## src/hw/rtl/jddm_pkg.sv

```systemverilog
// Shared types, constants and codes for the joystick differential-drive mixer.
package jddm_pkg;

  // Shared multiplier operand and product widths
  localparam int MUL_W  = 28;
  localparam int PROD_W = 2 * MUL_W;

  // floor(x / 1000) = ((x >> 3) * DIV_M) >> DIV_SH, exact for x < 2^30
  localparam logic [MUL_W-1:0] DIV_M  = 28'd137438954;
  localparam int               DIV_SH = 34;

  // Handbrake request codes
  localparam logic [1:0] WISH_NONE    = 2'd0;
  localparam logic [1:0] WISH_BRAKE   = 2'd1;
  localparam logic [1:0] WISH_RELEASE = 2'd2;

  // Hold modes
  localparam logic [1:0] HOLD_OPEN   = 2'd1;
  localparam logic [1:0] HOLD_SPEED0 = 2'd2;

  // Command kinds
  localparam logic [2:0] KIND_DRIVE     = 3'd0;
  localparam logic [2:0] KIND_IDLE_OPEN = 3'd1;
  localparam logic [2:0] KIND_HOLD_OFF  = 3'd2;
  localparam logic [2:0] KIND_HOLD_OPEN = 3'd3;
  localparam logic [2:0] KIND_HOLD_SPD0 = 3'd4;
  localparam logic [2:0] KIND_RELEASING = 3'd5;

  // Configuration register indexes
  localparam logic [2:0] REG_FLAGS    = 3'd0;
  localparam logic [2:0] REG_TGAIN    = 3'd1;
  localparam logic [2:0] REG_BGAIN    = 3'd2;
  localparam logic [2:0] REG_SMOOTH   = 3'd3;
  localparam logic [2:0] REG_SG_STAND = 3'd4;
  localparam logic [2:0] REG_SG_FAST  = 3'd5;
  localparam logic [2:0] REG_AB_DELAY = 3'd6;
  localparam logic [2:0] REG_HOLD     = 3'd7;

  // Sequencer steps
  typedef enum logic [3:0] {
    ST_IDLE, ST_GM, ST_BM, ST_P1, ST_Q1, ST_P2, ST_Q2, ST_LIM,
    ST_STD, ST_STG, ST_STQ, ST_DEC, ST_LQ, ST_RQ, ST_FIN
  } state_t;

endpackage

```

## src/hw/rtl/jddm_if.sv

```systemverilog
// Tick and result channel interfaces for the mixer.
interface jddm_tick_if;
  logic               valid;
  logic               ready;
  logic               joystick_valid;
  logic signed [10:0] steer_axis;
  logic signed [10:0] drive_axis;
  logic signed [10:0] speed_tenths;
  logic [15:0]        elapsed_ms;
  logic               feedback_ok;
  logic [1:0]         wish_request;
  logic               update_done;
  modport source (output valid, joystick_valid, steer_axis, drive_axis, speed_tenths,
                  elapsed_ms, feedback_ok, wish_request, update_done, input ready);
  modport sink (input valid, joystick_valid, steer_axis, drive_axis, speed_tenths,
                elapsed_ms, feedback_ok, wish_request, update_done, output ready);
endinterface

interface jddm_result_if;
  logic               valid;
  logic               ready;
  logic signed [11:0] left_pwm;
  logic signed [11:0] right_pwm;
  logic [2:0]         command_kind;
  logic               brake_engaged;
  logic [1:0]         pending_wish;
  modport source (output valid, left_pwm, right_pwm, command_kind, brake_engaged,
                  pending_wish, input ready);
  modport sink (input valid, left_pwm, right_pwm, command_kind, brake_engaged,
                pending_wish, output ready);
endinterface

```

## src/hw/rtl/jddm_mul.sv

```systemverilog
// Shared unsigned multiplier with registered product.
module jddm_mul (
  input  logic                          clk,
  input  logic [jddm_pkg::MUL_W-1:0]    a,
  input  logic [jddm_pkg::MUL_W-1:0]    b,
  output logic [jddm_pkg::PROD_W-1:0]   p
);

  // product register
  always_ff @(posedge clk) begin
    p <= a * b;
  end

endmodule

```

## src/hw/rtl/joystick_differential_drive_mixer.sv

```systemverilog
// A transferred tick runs the steps GM through FIN in order; with joystick invalid it skips to LQ.
// One tick at a time, taken only in the idle step; one shared multiplier runs
//   most products and every divide by 1000 in turn, one per cycle, under the step sequencer.
// A finished result waits in the output register; the next tick is taken meanwhile.
// Reset (rst, synchronous): configuration to defaults, handbrake and smoothing
//   state cleared, both release waits armed, no result pending.
module joystick_differential_drive_mixer (
  input  logic                 clk,
  input  logic                 rst,
  input  logic                 cfg_we,
  input  logic [2:0]           cfg_index,
  input  logic [9:0]           cfg_data,
  jddm_tick_if.sink            tick,
  jddm_result_if.source        result
);

  localparam int MW = jddm_pkg::MUL_W;
  localparam int PW = jddm_pkg::PROD_W;

  // configuration
  logic [7:0] flags;
  logic [9:0] tgain, bgain, smooth, sg_stand, sg_fast;
  logic [7:0] ab_delay;
  logic [1:0] hold;

  always_ff @(posedge clk) begin
    if (rst) begin
      flags <= '0; tgain <= 10'd1000; bgain <= 10'd1000; smooth <= 10'd20;
      sg_stand <= 10'd1000; sg_fast <= 10'd500; ab_delay <= 8'd10; hold <= '0;
    end else if (cfg_we) begin
      case (cfg_index)
        jddm_pkg::REG_FLAGS:    flags <= cfg_data[7:0];
        jddm_pkg::REG_TGAIN:    tgain <= cfg_data;
        jddm_pkg::REG_BGAIN:    bgain <= cfg_data;
        jddm_pkg::REG_SMOOTH:   smooth <= cfg_data;
        jddm_pkg::REG_SG_STAND: sg_stand <= cfg_data;
        jddm_pkg::REG_SG_FAST:  sg_fast <= cfg_data;
        jddm_pkg::REG_AB_DELAY: ab_delay <= cfg_data[7:0];
        jddm_pkg::REG_HOLD:     hold <= cfg_data[1:0];
        default: ;
      endcase
    end
  end

  jddm_pkg::state_t state, state_next;
  logic accept;
  logic load_out;
  logic [MW-1:0] ma, mb;
  logic [PW-1:0] p;

  jddm_mul u_mul (.clk(clk), .a(ma), .b(mb), .p(p));

  // persistent state
  logic wait_t, wait_b, engaged, wish_timer_on, standstill_on, released_once;
  logic releasing, motor_done;
  logic [1:0] wish;
  logic [15:0] wish_age, standstill_ms, since_release, release_ms, since_drive;
  logic signed [21:0] prev_pwm;

  // per-tick working registers
  logic fb_ok;
  logic signed [10:0] lr;
  logic [10:0] aspeed, g, b;
  logic [20:0] gm, bm, q1, q2;
  logic [29:0] lim;
  logic signed [22:0] left_m, right_m;
  logic [2:0] kind_r;
  logic signed [11:0] left_q;

  // input decode
  logic signed [11:0] fbk;
  logic [10:0] g_in, b_in, aspeed_in;
  logic signed [11:0] spd_ext;
  logic new_wish;

  always_comb begin
    fbk = flags[7] ? 12'sd0 : -{tick.drive_axis[10], tick.drive_axis};
    g_in = (fbk > 12'sd0) ? fbk[10:0] : 11'd0;
    b_in = (fbk < 12'sd0) ? 11'((-fbk)) : 11'd0;
    spd_ext = {tick.speed_tenths[10], tick.speed_tenths};
    aspeed_in = (spd_ext < 12'sd0) ? 11'((-spd_ext)) : spd_ext[10:0];
    new_wish = (tick.wish_request == jddm_pkg::WISH_BRAKE) ||
               (tick.wish_request == jddm_pkg::WISH_RELEASE);
  end

  function automatic logic [15:0] age_add(input logic [15:0] a, input logic [15:0] d);
    logic [16:0] s;
    s = {1'b0, a} + {1'b0, d};
    return s[16] ? 16'hFFFF : s[15:0];
  endfunction

  assign accept = tick.valid && tick.ready;

  // next step
  always_comb begin
    state_next = state;
    case (state)
      jddm_pkg::ST_IDLE: if (accept) state_next = tick.joystick_valid ? jddm_pkg::ST_GM
                                                                      : jddm_pkg::ST_LQ;
      jddm_pkg::ST_GM:  state_next = jddm_pkg::ST_BM;
      jddm_pkg::ST_BM:  state_next = jddm_pkg::ST_P1;
      jddm_pkg::ST_P1:  state_next = jddm_pkg::ST_Q1;
      jddm_pkg::ST_Q1:  state_next = jddm_pkg::ST_P2;
      jddm_pkg::ST_P2:  state_next = jddm_pkg::ST_Q2;
      jddm_pkg::ST_Q2:  state_next = jddm_pkg::ST_LIM;
      jddm_pkg::ST_LIM: state_next = jddm_pkg::ST_STD;
      jddm_pkg::ST_STD: state_next = jddm_pkg::ST_STG;
      jddm_pkg::ST_STG: state_next = jddm_pkg::ST_STQ;
      jddm_pkg::ST_STQ: state_next = jddm_pkg::ST_DEC;
      jddm_pkg::ST_DEC: state_next = jddm_pkg::ST_LQ;
      jddm_pkg::ST_LQ:  state_next = jddm_pkg::ST_RQ;
      jddm_pkg::ST_RQ:  state_next = jddm_pkg::ST_FIN;
      jddm_pkg::ST_FIN: if (load_out) state_next = jddm_pkg::ST_IDLE;
      default: state_next = jddm_pkg::ST_IDLE;
    endcase
  end

  // steering gain from standstill to fast, interpolated over speed
  logic [9:0] sg_diff;
  logic [10:0] lr_mag;
  logic signed [21:0] gain_s;
  logic [8:0] t_lim;
  logic [22:0] left_mag, right_mag;

  always_comb begin
    sg_diff = (sg_fast >= sg_stand) ? sg_fast - sg_stand : sg_stand - sg_fast;
    lr_mag = lr[10] ? 11'((-{lr[10], lr})) : lr[10:0];
    t_lim = (aspeed > 11'd500) ? 9'd500 : aspeed[8:0];
    gain_s = (sg_fast >= sg_stand)
           ? 22'(sg_stand * 20'd1000) + $signed({1'b0, p[20:0]})
           : 22'(sg_stand * 20'd1000) - $signed({1'b0, p[20:0]});
    left_mag = left_m[22] ? 23'((-left_m)) : left_m;
    right_mag = right_m[22] ? 23'((-right_m)) : right_m;
  end

  // multiplier operands and handshakes
  always_comb begin
    ma = '0;
    mb = '0;
    case (state)
      jddm_pkg::ST_GM: begin
        ma = MW'(g); mb = flags[0] ? MW'(g) : MW'(10'd1000);
      end
      jddm_pkg::ST_BM: begin
        ma = MW'(b); mb = flags[1] ? MW'(b) : MW'(10'd1000);
      end
      jddm_pkg::ST_P1: begin
        ma = MW'(gm); mb = MW'(tgain);
      end
      jddm_pkg::ST_Q1, jddm_pkg::ST_Q2, jddm_pkg::ST_STQ: begin
        ma = MW'(p[29:3]); mb = jddm_pkg::DIV_M;
      end
      jddm_pkg::ST_P2: begin
        ma = MW'(bm); mb = MW'(bgain);
      end
      jddm_pkg::ST_LIM: begin
        ma = MW'(since_drive); mb = MW'({smooth, 3'b000}) + MW'({smooth, 1'b0});
      end
      jddm_pkg::ST_STD: begin
        ma = MW'(sg_diff); mb = MW'({t_lim, 1'b0});
      end
      jddm_pkg::ST_STG: begin
        ma = MW'(gain_s[20:0]); mb = MW'(lr_mag);
      end
      jddm_pkg::ST_LQ: begin
        ma = MW'(left_mag[22:3]); mb = jddm_pkg::DIV_M;
      end
      jddm_pkg::ST_RQ, jddm_pkg::ST_FIN: begin
        ma = MW'(right_mag[22:3]); mb = jddm_pkg::DIV_M;
      end
      default: ;
    endcase
  end

  assign tick.ready = (state == jddm_pkg::ST_IDLE);
  assign load_out = (state == jddm_pkg::ST_FIN) && (!result.valid || result.ready);

  // decision: handbrake machine and drive path
  logic d_eng, d_tmr, d_ss, d_ro, d_rel, d_md, d_drive;
  logic [1:0] d_wish;
  logic [15:0] d_ssms, d_srm, d_rms;
  logic [2:0] d_kind;
  logic signed [21:0] d_pwm;
  logic signed [22:0] d_left, d_right;
  logic signed [21:0] pwm_raw;
  logic signed [32:0] lim_hi, lim_lo;
  logic signed [21:0] steer_m;
  logic [15:0] ab_ms;
  logic big_pedal;

  always_comb begin
    d_eng = engaged; d_tmr = wish_timer_on; d_ss = standstill_on; d_ro = released_once;
    d_rel = releasing; d_md = motor_done; d_wish = wish; d_ssms = standstill_ms;
    d_srm = since_release; d_rms = release_ms; d_kind = jddm_pkg::KIND_DRIVE;
    d_pwm = prev_pwm; d_left = '0; d_right = '0; d_drive = 1'b0;
    pwm_raw = $signed({1'b0, q1}) - $signed({1'b0, q2});
    lim_hi = 33'(prev_pwm) + $signed({3'b000, lim});
    lim_lo = 33'(prev_pwm) - $signed({3'b000, lim});
    steer_m = lr[10] ? -$signed({1'b0, p[jddm_pkg::DIV_SH +: 21]})
                     : $signed({1'b0, p[jddm_pkg::DIV_SH +: 21]});
    ab_ms = 16'(ab_delay * 16'd100);
    big_pedal = (gm > 21'd10000) || (bm > 21'd10000);

    // manual brake request
    if (flags[4] && d_wish == jddm_pkg::WISH_BRAKE && aspeed < 11'd20 &&
        gm < 21'd1000 && bm < 21'd1000) begin
      d_eng = 1'b1;
      d_wish = jddm_pkg::WISH_NONE;
    end
    // automatic brake at standstill
    if (flags[4] && flags[5] && !d_eng) begin
      if (aspeed < 11'd10) begin
        if (!d_ss) begin
          d_ss = 1'b1;
          d_ssms = '0;
        end
      end else begin
        d_ss = 1'b0;
      end
      if (d_ss && d_ro && d_ssms > ab_ms && d_srm > 16'd5000) d_eng = 1'b1;
    end
    // request expiry
    if (d_tmr && wish_age > 16'd5000) begin
      d_wish = jddm_pkg::WISH_NONE;
      d_tmr = 1'b0;
    end

    if (d_eng) begin
      d_ss = 1'b0;
      if (d_wish == jddm_pkg::WISH_RELEASE) begin
        d_ro = 1'b1; d_srm = '0; d_rel = 1'b1; d_rms = '0; d_md = 1'b0;
        d_wish = jddm_pkg::WISH_NONE;
      end
      if (fb_ok && big_pedal && !d_rel) begin
        d_ro = 1'b1; d_srm = '0; d_rel = 1'b1; d_rms = '0; d_md = 1'b0;
      end
      if (d_rel) begin
        d_kind = jddm_pkg::KIND_RELEASING;
        if (d_rms > 16'd1000 || d_md) begin
          d_rel = 1'b0;
          d_eng = 1'b0;
        end
      end else if (hold == jddm_pkg::HOLD_OPEN) begin
        d_kind = jddm_pkg::KIND_HOLD_OPEN;
      end else if (hold == jddm_pkg::HOLD_SPEED0) begin
        d_kind = jddm_pkg::KIND_HOLD_SPD0;
      end else begin
        d_kind = jddm_pkg::KIND_HOLD_OFF;
      end
    end else begin
      // rate limit toward the new command
      d_drive = 1'b1;
      d_pwm = pwm_raw;
      if (prev_pwm < pwm_raw && flags[2]) begin
        if (33'(pwm_raw) > lim_hi) d_pwm = 22'(lim_hi);
      end else if (prev_pwm > pwm_raw && flags[3]) begin
        if (33'(pwm_raw) < lim_lo) d_pwm = 22'(lim_lo);
      end
      d_left = 23'(d_pwm) - 23'(steer_m);
      d_right = 23'(d_pwm) + 23'(steer_m);
    end
  end

  // divided magnitude back to a saturated signed PWM
  function automatic logic signed [11:0] pwm_sat(input logic [11:0] q, input logic neg);
    logic [11:0] m;
    m = (q > 12'd2000) ? 12'd2000 : q;
    return neg ? -$signed(m) : $signed(m);
  endfunction

  // state and datapath registers
  always_ff @(posedge clk) begin
    if (rst) begin
      state <= jddm_pkg::ST_IDLE;
      wait_t <= 1'b1; wait_b <= 1'b1; engaged <= 1'b0; wish <= jddm_pkg::WISH_NONE;
      wish_timer_on <= 1'b0; wish_age <= '0; standstill_on <= 1'b0; standstill_ms <= '0;
      released_once <= 1'b0; since_release <= '0; releasing <= 1'b0; release_ms <= '0;
      motor_done <= 1'b0; prev_pwm <= '0; since_drive <= '0;
      result.valid <= 1'b0;
    end else begin
      state <= state_next;
      if (load_out) result.valid <= 1'b1;
      else if (result.ready) result.valid <= 1'b0;
      case (state)
        jddm_pkg::ST_IDLE: if (accept) begin
          wish_age <= new_wish ? 16'd0 : age_add(wish_age, tick.elapsed_ms);
          standstill_ms <= age_add(standstill_ms, tick.elapsed_ms);
          since_release <= age_add(since_release, tick.elapsed_ms);
          release_ms <= age_add(release_ms, tick.elapsed_ms);
          since_drive <= age_add(since_drive, tick.elapsed_ms);
          if (new_wish) begin
            wish <= tick.wish_request;
            wish_timer_on <= 1'b1;
          end
          if (tick.update_done) motor_done <= 1'b1;
          fb_ok <= tick.feedback_ok;
          lr <= flags[6] ? 11'sd0 : tick.steer_axis;
          aspeed <= aspeed_in;
          kind_r <= jddm_pkg::KIND_IDLE_OPEN;
          left_m <= '0;
          right_m <= '0;
          // each pedal counts only after it has been released below 50
          g <= (tick.joystick_valid && wait_t && g_in >= 11'd50) ? 11'd0 : g_in;
          b <= (tick.joystick_valid && wait_b && b_in >= 11'd50) ? 11'd0 : b_in;
          if (tick.joystick_valid) begin
            if (wait_t && g_in < 11'd50) wait_t <= 1'b0;
            if (wait_b && b_in < 11'd50) wait_b <= 1'b0;
          end
        end
        jddm_pkg::ST_BM:  gm <= p[20:0];
        jddm_pkg::ST_P1:  bm <= p[20:0];
        jddm_pkg::ST_P2:  q1 <= p[jddm_pkg::DIV_SH +: 21];
        jddm_pkg::ST_LIM: q2 <= p[jddm_pkg::DIV_SH +: 21];
        jddm_pkg::ST_STD: lim <= p[29:0];
        jddm_pkg::ST_DEC: begin
          engaged <= d_eng; wish <= d_wish; wish_timer_on <= d_tmr;
          standstill_on <= d_ss; standstill_ms <= d_ssms; released_once <= d_ro;
          since_release <= d_srm; releasing <= d_rel; release_ms <= d_rms;
          motor_done <= d_md; prev_pwm <= d_pwm;
          if (d_drive) since_drive <= '0;
          left_m <= d_left; right_m <= d_right; kind_r <= d_kind;
        end
        jddm_pkg::ST_RQ: left_q <= pwm_sat(p[jddm_pkg::DIV_SH +: 12], left_m[22]);
        jddm_pkg::ST_FIN: if (load_out) begin
          result.left_pwm <= left_q;
          result.right_pwm <= pwm_sat(p[jddm_pkg::DIV_SH +: 12], right_m[22]);
          result.command_kind <= kind_r;
          result.brake_engaged <= engaged;
          result.pending_wish <= wish;
        end
        default: ;
      endcase
    end
  end

  // a tick only starts work from the idle step
  assert property (@(posedge clk) disable iff (rst)
    accept |=> state != jddm_pkg::ST_IDLE)
    else $error("tick transfer did not start the sequencer");

  // drive commands never coexist with an engaged handbrake
  assert property (@(posedge clk) disable iff (rst)
    result.valid && result.command_kind == jddm_pkg::KIND_DRIVE |-> !result.brake_engaged)
    else $error("drive command with handbrake engaged");

  // engaged handbrake means zero wheel commands
  assert property (@(posedge clk) disable iff (rst)
    result.valid && result.brake_engaged |-> result.left_pwm == 12'sd0 &&
      result.right_pwm == 12'sd0)
    else $error("nonzero PWM while handbrake engaged");

  // saturation bounds on both wheels
  assert property (@(posedge clk) disable iff (rst)
    result.valid |-> result.left_pwm <= 12'sd2000 && result.left_pwm >= -12'sd2000 &&
      result.right_pwm <= 12'sd2000 && result.right_pwm >= -12'sd2000)
    else $error("PWM outside saturation range");

  // joystick loss gives the idle-open command
  assert property (@(posedge clk) disable iff (rst)
    accept && !tick.joystick_valid |=> kind_r == jddm_pkg::KIND_IDLE_OPEN)
    else $error("invalid joystick not mapped to idle open");

endmodule
```

## src/flat_wrapper.sv

```systemverilog
// flat-port wrapper written by rule: the top's interface ports become plain ports
module joystick_differential_drive_mixer_flat 
  (clk, rst, cfg_we, cfg_index, cfg_data, tick_valid, tick_joystick_valid, tick_steer_axis, tick_drive_axis, tick_speed_tenths, tick_elapsed_ms, tick_feedback_ok, tick_wish_request, tick_update_done, tick_ready, result_valid, result_left_pwm, result_right_pwm, result_command_kind, result_brake_engaged, result_pending_wish, result_ready);
  jddm_tick_if tick_i ();
  jddm_result_if result_i ();
  input  logic clk;
  input  logic rst;
  input  logic cfg_we;
  input  logic [2:0] cfg_index;
  input  logic [9:0] cfg_data;
  input wire logic [$bits(tick_i.valid)-1:0] tick_valid;
  input wire logic [$bits(tick_i.joystick_valid)-1:0] tick_joystick_valid;
  input wire logic [$bits(tick_i.steer_axis)-1:0] tick_steer_axis;
  input wire logic [$bits(tick_i.drive_axis)-1:0] tick_drive_axis;
  input wire logic [$bits(tick_i.speed_tenths)-1:0] tick_speed_tenths;
  input wire logic [$bits(tick_i.elapsed_ms)-1:0] tick_elapsed_ms;
  input wire logic [$bits(tick_i.feedback_ok)-1:0] tick_feedback_ok;
  input wire logic [$bits(tick_i.wish_request)-1:0] tick_wish_request;
  input wire logic [$bits(tick_i.update_done)-1:0] tick_update_done;
  output wire logic [$bits(tick_i.ready)-1:0] tick_ready;
  output wire logic [$bits(result_i.valid)-1:0] result_valid;
  output wire logic [$bits(result_i.left_pwm)-1:0] result_left_pwm;
  output wire logic [$bits(result_i.right_pwm)-1:0] result_right_pwm;
  output wire logic [$bits(result_i.command_kind)-1:0] result_command_kind;
  output wire logic [$bits(result_i.brake_engaged)-1:0] result_brake_engaged;
  output wire logic [$bits(result_i.pending_wish)-1:0] result_pending_wish;
  input wire logic [$bits(result_i.ready)-1:0] result_ready;
  assign tick_i.valid = tick_valid;
  assign tick_i.joystick_valid = tick_joystick_valid;
  assign tick_i.steer_axis = tick_steer_axis;
  assign tick_i.drive_axis = tick_drive_axis;
  assign tick_i.speed_tenths = tick_speed_tenths;
  assign tick_i.elapsed_ms = tick_elapsed_ms;
  assign tick_i.feedback_ok = tick_feedback_ok;
  assign tick_i.wish_request = tick_wish_request;
  assign tick_i.update_done = tick_update_done;
  assign tick_ready = tick_i.ready;
  assign result_valid = result_i.valid;
  assign result_left_pwm = result_i.left_pwm;
  assign result_right_pwm = result_i.right_pwm;
  assign result_command_kind = result_i.command_kind;
  assign result_brake_engaged = result_i.brake_engaged;
  assign result_pending_wish = result_i.pending_wish;
  assign result_i.ready = result_ready;
  joystick_differential_drive_mixer u_core (.clk(clk), .rst(rst), .cfg_we(cfg_we), .cfg_index(cfg_index), .cfg_data(cfg_data), .tick(tick_i), .result(result_i));
endmodule
```

## config.mk

```make
export PLATFORM = sky130hd
export DESIGN_NAME = joystick_differential_drive_mixer_flat
export DESIGN_NICKNAME = d
export VERILOG_FILES = /design/src/hw/rtl/jddm_pkg.sv /design/src/hw/rtl/jddm_if.sv /design/src/hw/rtl/jddm_mul.sv /design/src/hw/rtl/joystick_differential_drive_mixer.sv /design/src/flat_wrapper.sv
export SDC_FILE = /design/constraint.sdc
export NUM_CORES = 2
export LEC_CHECK = 0
export BUFFER_PORTS_ARGS = -buffer_cell sky130_fd_sc_hd__buf_2
export CELL_PAD_IN_SITES_DETAIL_PLACEMENT = 0
export CELL_PAD_IN_SITES_GLOBAL_PLACEMENT = 1
export CORE_MARGIN = 2
export CORE_UTILIZATION = 46
export CTS_BUF_LIST = sky130_fd_sc_hd__clkbuf_16
export DETAILED_ROUTE_END_ITERATION = 16
export PLACE_DENSITY = 0.76
export SYNTH_ARGS = -nofsm -noshare
export SYNTH_HDL_FRONTEND = slang
export SYNTH_SLANG_ARGS = --single-unit
```

## constraint.sdc

```tcl
create_clock -name clk -period 11.61 [get_ports clk]
set_clock_uncertainty 0.1 [all_clocks]
set_input_delay 3.483 -clock clk [delete_from_list [all_inputs] [get_ports clk]]
set_output_delay 3.483 -clock clk [all_outputs]
set_load 0.01 [all_outputs]
```

==> out/results.tsv <==
metric	value	unit
status	complete, but fails checks	
violations	setup timing	
cp.arrival	12.49	ns
drt-total-wl	166000	um
via_count	44800	
synthTopCellsByArea	ha_1, fa_1, edfxtp_1	
holdPathStages	0	
maxCapViolCount	0	
cts.sink_count	485	
hold_class	reg -> reg	
worstHoldStart	u_core.left_q[3]	
drive_gt1_share	11.5	%
dieArea	0.120	sq mm
num-fill-cells	10900	
endpoint_kind	register	
start_kind	register	
antenna_left	0	
post-route-min-period	12.00	ns
avgSynthCellArea	8.68	sq um
synth_top_family_by_area	adder cells	
fin_ws	-0.391	ns
synth_compound_area_share	14.9	%
yosysSeqAreaShare	22.5	%
vias_per_cell	5.53	
area_delta_synth_final	13.0	%
cts-buffers-inserted	58	
period_share	103	%
synth.most_common_cell	inv_1	
grt_max_degree	69	
worst_path_most_repeated_cell	fa_1	
relSlewSlack	8.81	%
cts-hold-fix-buffers	0	
grt_usage	27.4	%
rows	125	
gp_congestion	0.936	
crit_path_max_fanout	4	
regArea	0.0122	sq mm
critical_path_class	reg -> reg	
grt_pass1_vias	44800	
rsz0062_at_grt	true	
slowest_stage	fa_1	
synth_xor_area_share	5.70	%
synth_top_area_share	16.2	%
timing.hold.ws	0.318	ns
synth_cells	6234	
synth_common_cells	inv_1, ha_1, nand2_1	
reg2reg_depth	51	
timing.rr.end	u_core.u_mul.p[51]	
ioPinCount	104	
tightestPinTransition	1.35	ns
ys_ff_latch	485	
min_to	u_core.result.left_pwm[3]	
synth_edf_count	249	
h-tree-depth	2	
overflow	0	
ys.flop_type	edfxtp_1	
core-area	0.117	sq mm
synth-async-reset-ratio	0	%
multiInputGateArea	0.0386	sq mm
antenna_found_initial	3	
synth_area	0.0541	sq mm
clock_latency	0.69	ns
drt_first_iter_violations	3264	
max_freq	83.3	MHz
initial_core_util	46.5	%
preCtsSetupSlack	-0.536	ns
ys_types	85	
synth_simple_gate_area_share	14.6	%
yosys.area.top_type	ha_1	
routedWlPerCell	20.4	um
place_hpwl	131000	um
nets	7729	
synthAdderAreaFrac	32.2	%
clk_path_buf_depth	3	
yosysWarnings	0	
max_stage_delay	0.57	ns
maxSlewViolCount	0	
final_hold_viol_count	0	
final_cell_area	0.0612	sq mm
cts_tree	built	
drc	0	
worst_ep_required_time	12.10	ns
grt_pass1_wl	258000	um
placed_cell_area	0.0582	sq mm
setup_viol	13	
rrSetupSlack	-0.39	ns
root_buffer	clkbuf_16	
drt_pre_antenna_iters	7	
io_buffer_count	103	
synthMuxAreaShare	1.68	%
rr_startpoint	u_core.sg_stand[1]	
die_width	347	um
clk_pin_slew	0.06	ns
die_height	347	um
-- what timing repair did --
item                                    CTS  global route
endpoints found under the setup margin   20            29
resized for setup                        44           133
setup buffers                            14            20
pin swaps                                82           124
gates cloned                              0             1
-- stage by stage --
| step | std cells | setup TNS, ns | util (%) |
|---|---|---|---|
| finish | 8097 | -3.11 | 52.5 |
| global route | 8096 | -12.19 | 52.5 |
| CTS | 8079 | -3.93 | 51.8 |
| detailed placement | 7959 | -5.54 | 49.9 |
| global placement | 7959 | -4.80 | 49.9 |
| floorplan | 6278 | -0.0187 | - |
-- routing by layer --
metal | GRT usage [%] | vias to the layer above | wire, um
li1 | - | 21500 | -
met1 | 37.9 | 21900 | 74500
met2 | 45.2 | 1209 | 76800
met3 | 2.97 | 217 | 9450
met4 | 7.93 | 0 | 4890
met5 | 0 | - | 0
-- layout make-up --
cell class / instances / share of cell area, %
Antenna cell: 1 / 0.00409
Clock inverter: 51 / 0.702
Inverter: 990 / 6.08
Sequential cell: 485 / 20.0
Timing Repair Buffer: 395 / 4.60
Multi-Input combinational cell: 4593 / 63.1
Clock buffer: 58 / 2.37
Tap cell: 1524 / 3.12
-- worst max path at each step --
stage	start	depth (start not counted)	end	slack, ns
floorplan	u_core.sg_stand[1]	48	u_core.u_mul.p[51]	-0.02
global placement	u_core.sg_stand[1]	49	u_core.u_mul.p[51]	-0.48
detailed placement	u_core.sg_stand[1]	50	u_core.u_mul.p[51]	-0.54
CTS	u_core.sg_stand[0]	50	u_core.u_mul.p[51]	-0.43
global route	u_core.sg_stand[1]	51	u_core.u_mul.p[51]	-0.85
finish	u_core.sg_stand[1]	51	u_core.u_mul.p[51]	-0.39
-- layout by cell type, fill, tap and decap left out, drive strengths merged, types with 36 or more instances in the layout --
cell	instances
nor3	93
buf	395
nor2b	77
o21a	39
edfxtp	249
xnor2	226
or2	40
dfxtp	236
nand2b	62
a22oi	36
clkbuf	58
o31ai	46
a21o	108
mux2i	58
and2	75
conb	46
o21bai	43
nand3	99
inv	1007
a211oi	58
a21oi	379
nand2	609
fa	432
ha	702
or3	47
o211ai	37
o21ai	268
nor2	477
xor2	126
-- worst max-delay path, delay by kind of cell, from the launching register on --
kind,cells,cell delay [ns]
flops,1,0.35
simple gates,3,0.97
compound gates,20,3.22
fa+ha+maj,14,6.13
xor+xnor,3,0.34
buf+inv,11,0.74
-- logic make-up (layout without fill, tap and decap cells) --
| logic type | Yosys count | count (layout) |
|---|---|---|
| other | 2 | 47 |
| and+or+nand+nor | 1714 | 1714 |
| xor gates and xnor gates | 352 | 352 |
| muxes | 87 | 87 |
| adders and majority gates | 1134 | 1134 |
| DFF | 485 | 485 |
| buffers and inverters | 1200 | 1494 |
| AOI/OAI and AO/OA | 1260 | 1260 |
-- flip-flops by register name (all words and copies together), names as in the netlist, 16 cells and up --
| signal | count |
|---|---|
| u_core.right_m | 22 |
| u_core.release_ms | 16 |
| u_core.bm | 21 |
| u_core.gm | 21 |
| u_core.left_m | 23 |
| u_core.wish_age | 16 |
| u_core.q1 | 21 |
| u_core.u_mul.p | 51 |
| u_core.standstill_ms | 16 |
| u_core.q2 | 21 |
| u_core.lim | 30 |
| u_core.since_release | 16 |
| u_core.prev_pwm | 22 |
| u_core.since_drive | 16 |
Power is left out: the tool's default activity adds up to more than one toggle a clock period on the data nets, which glitch-free logic cannot reach.
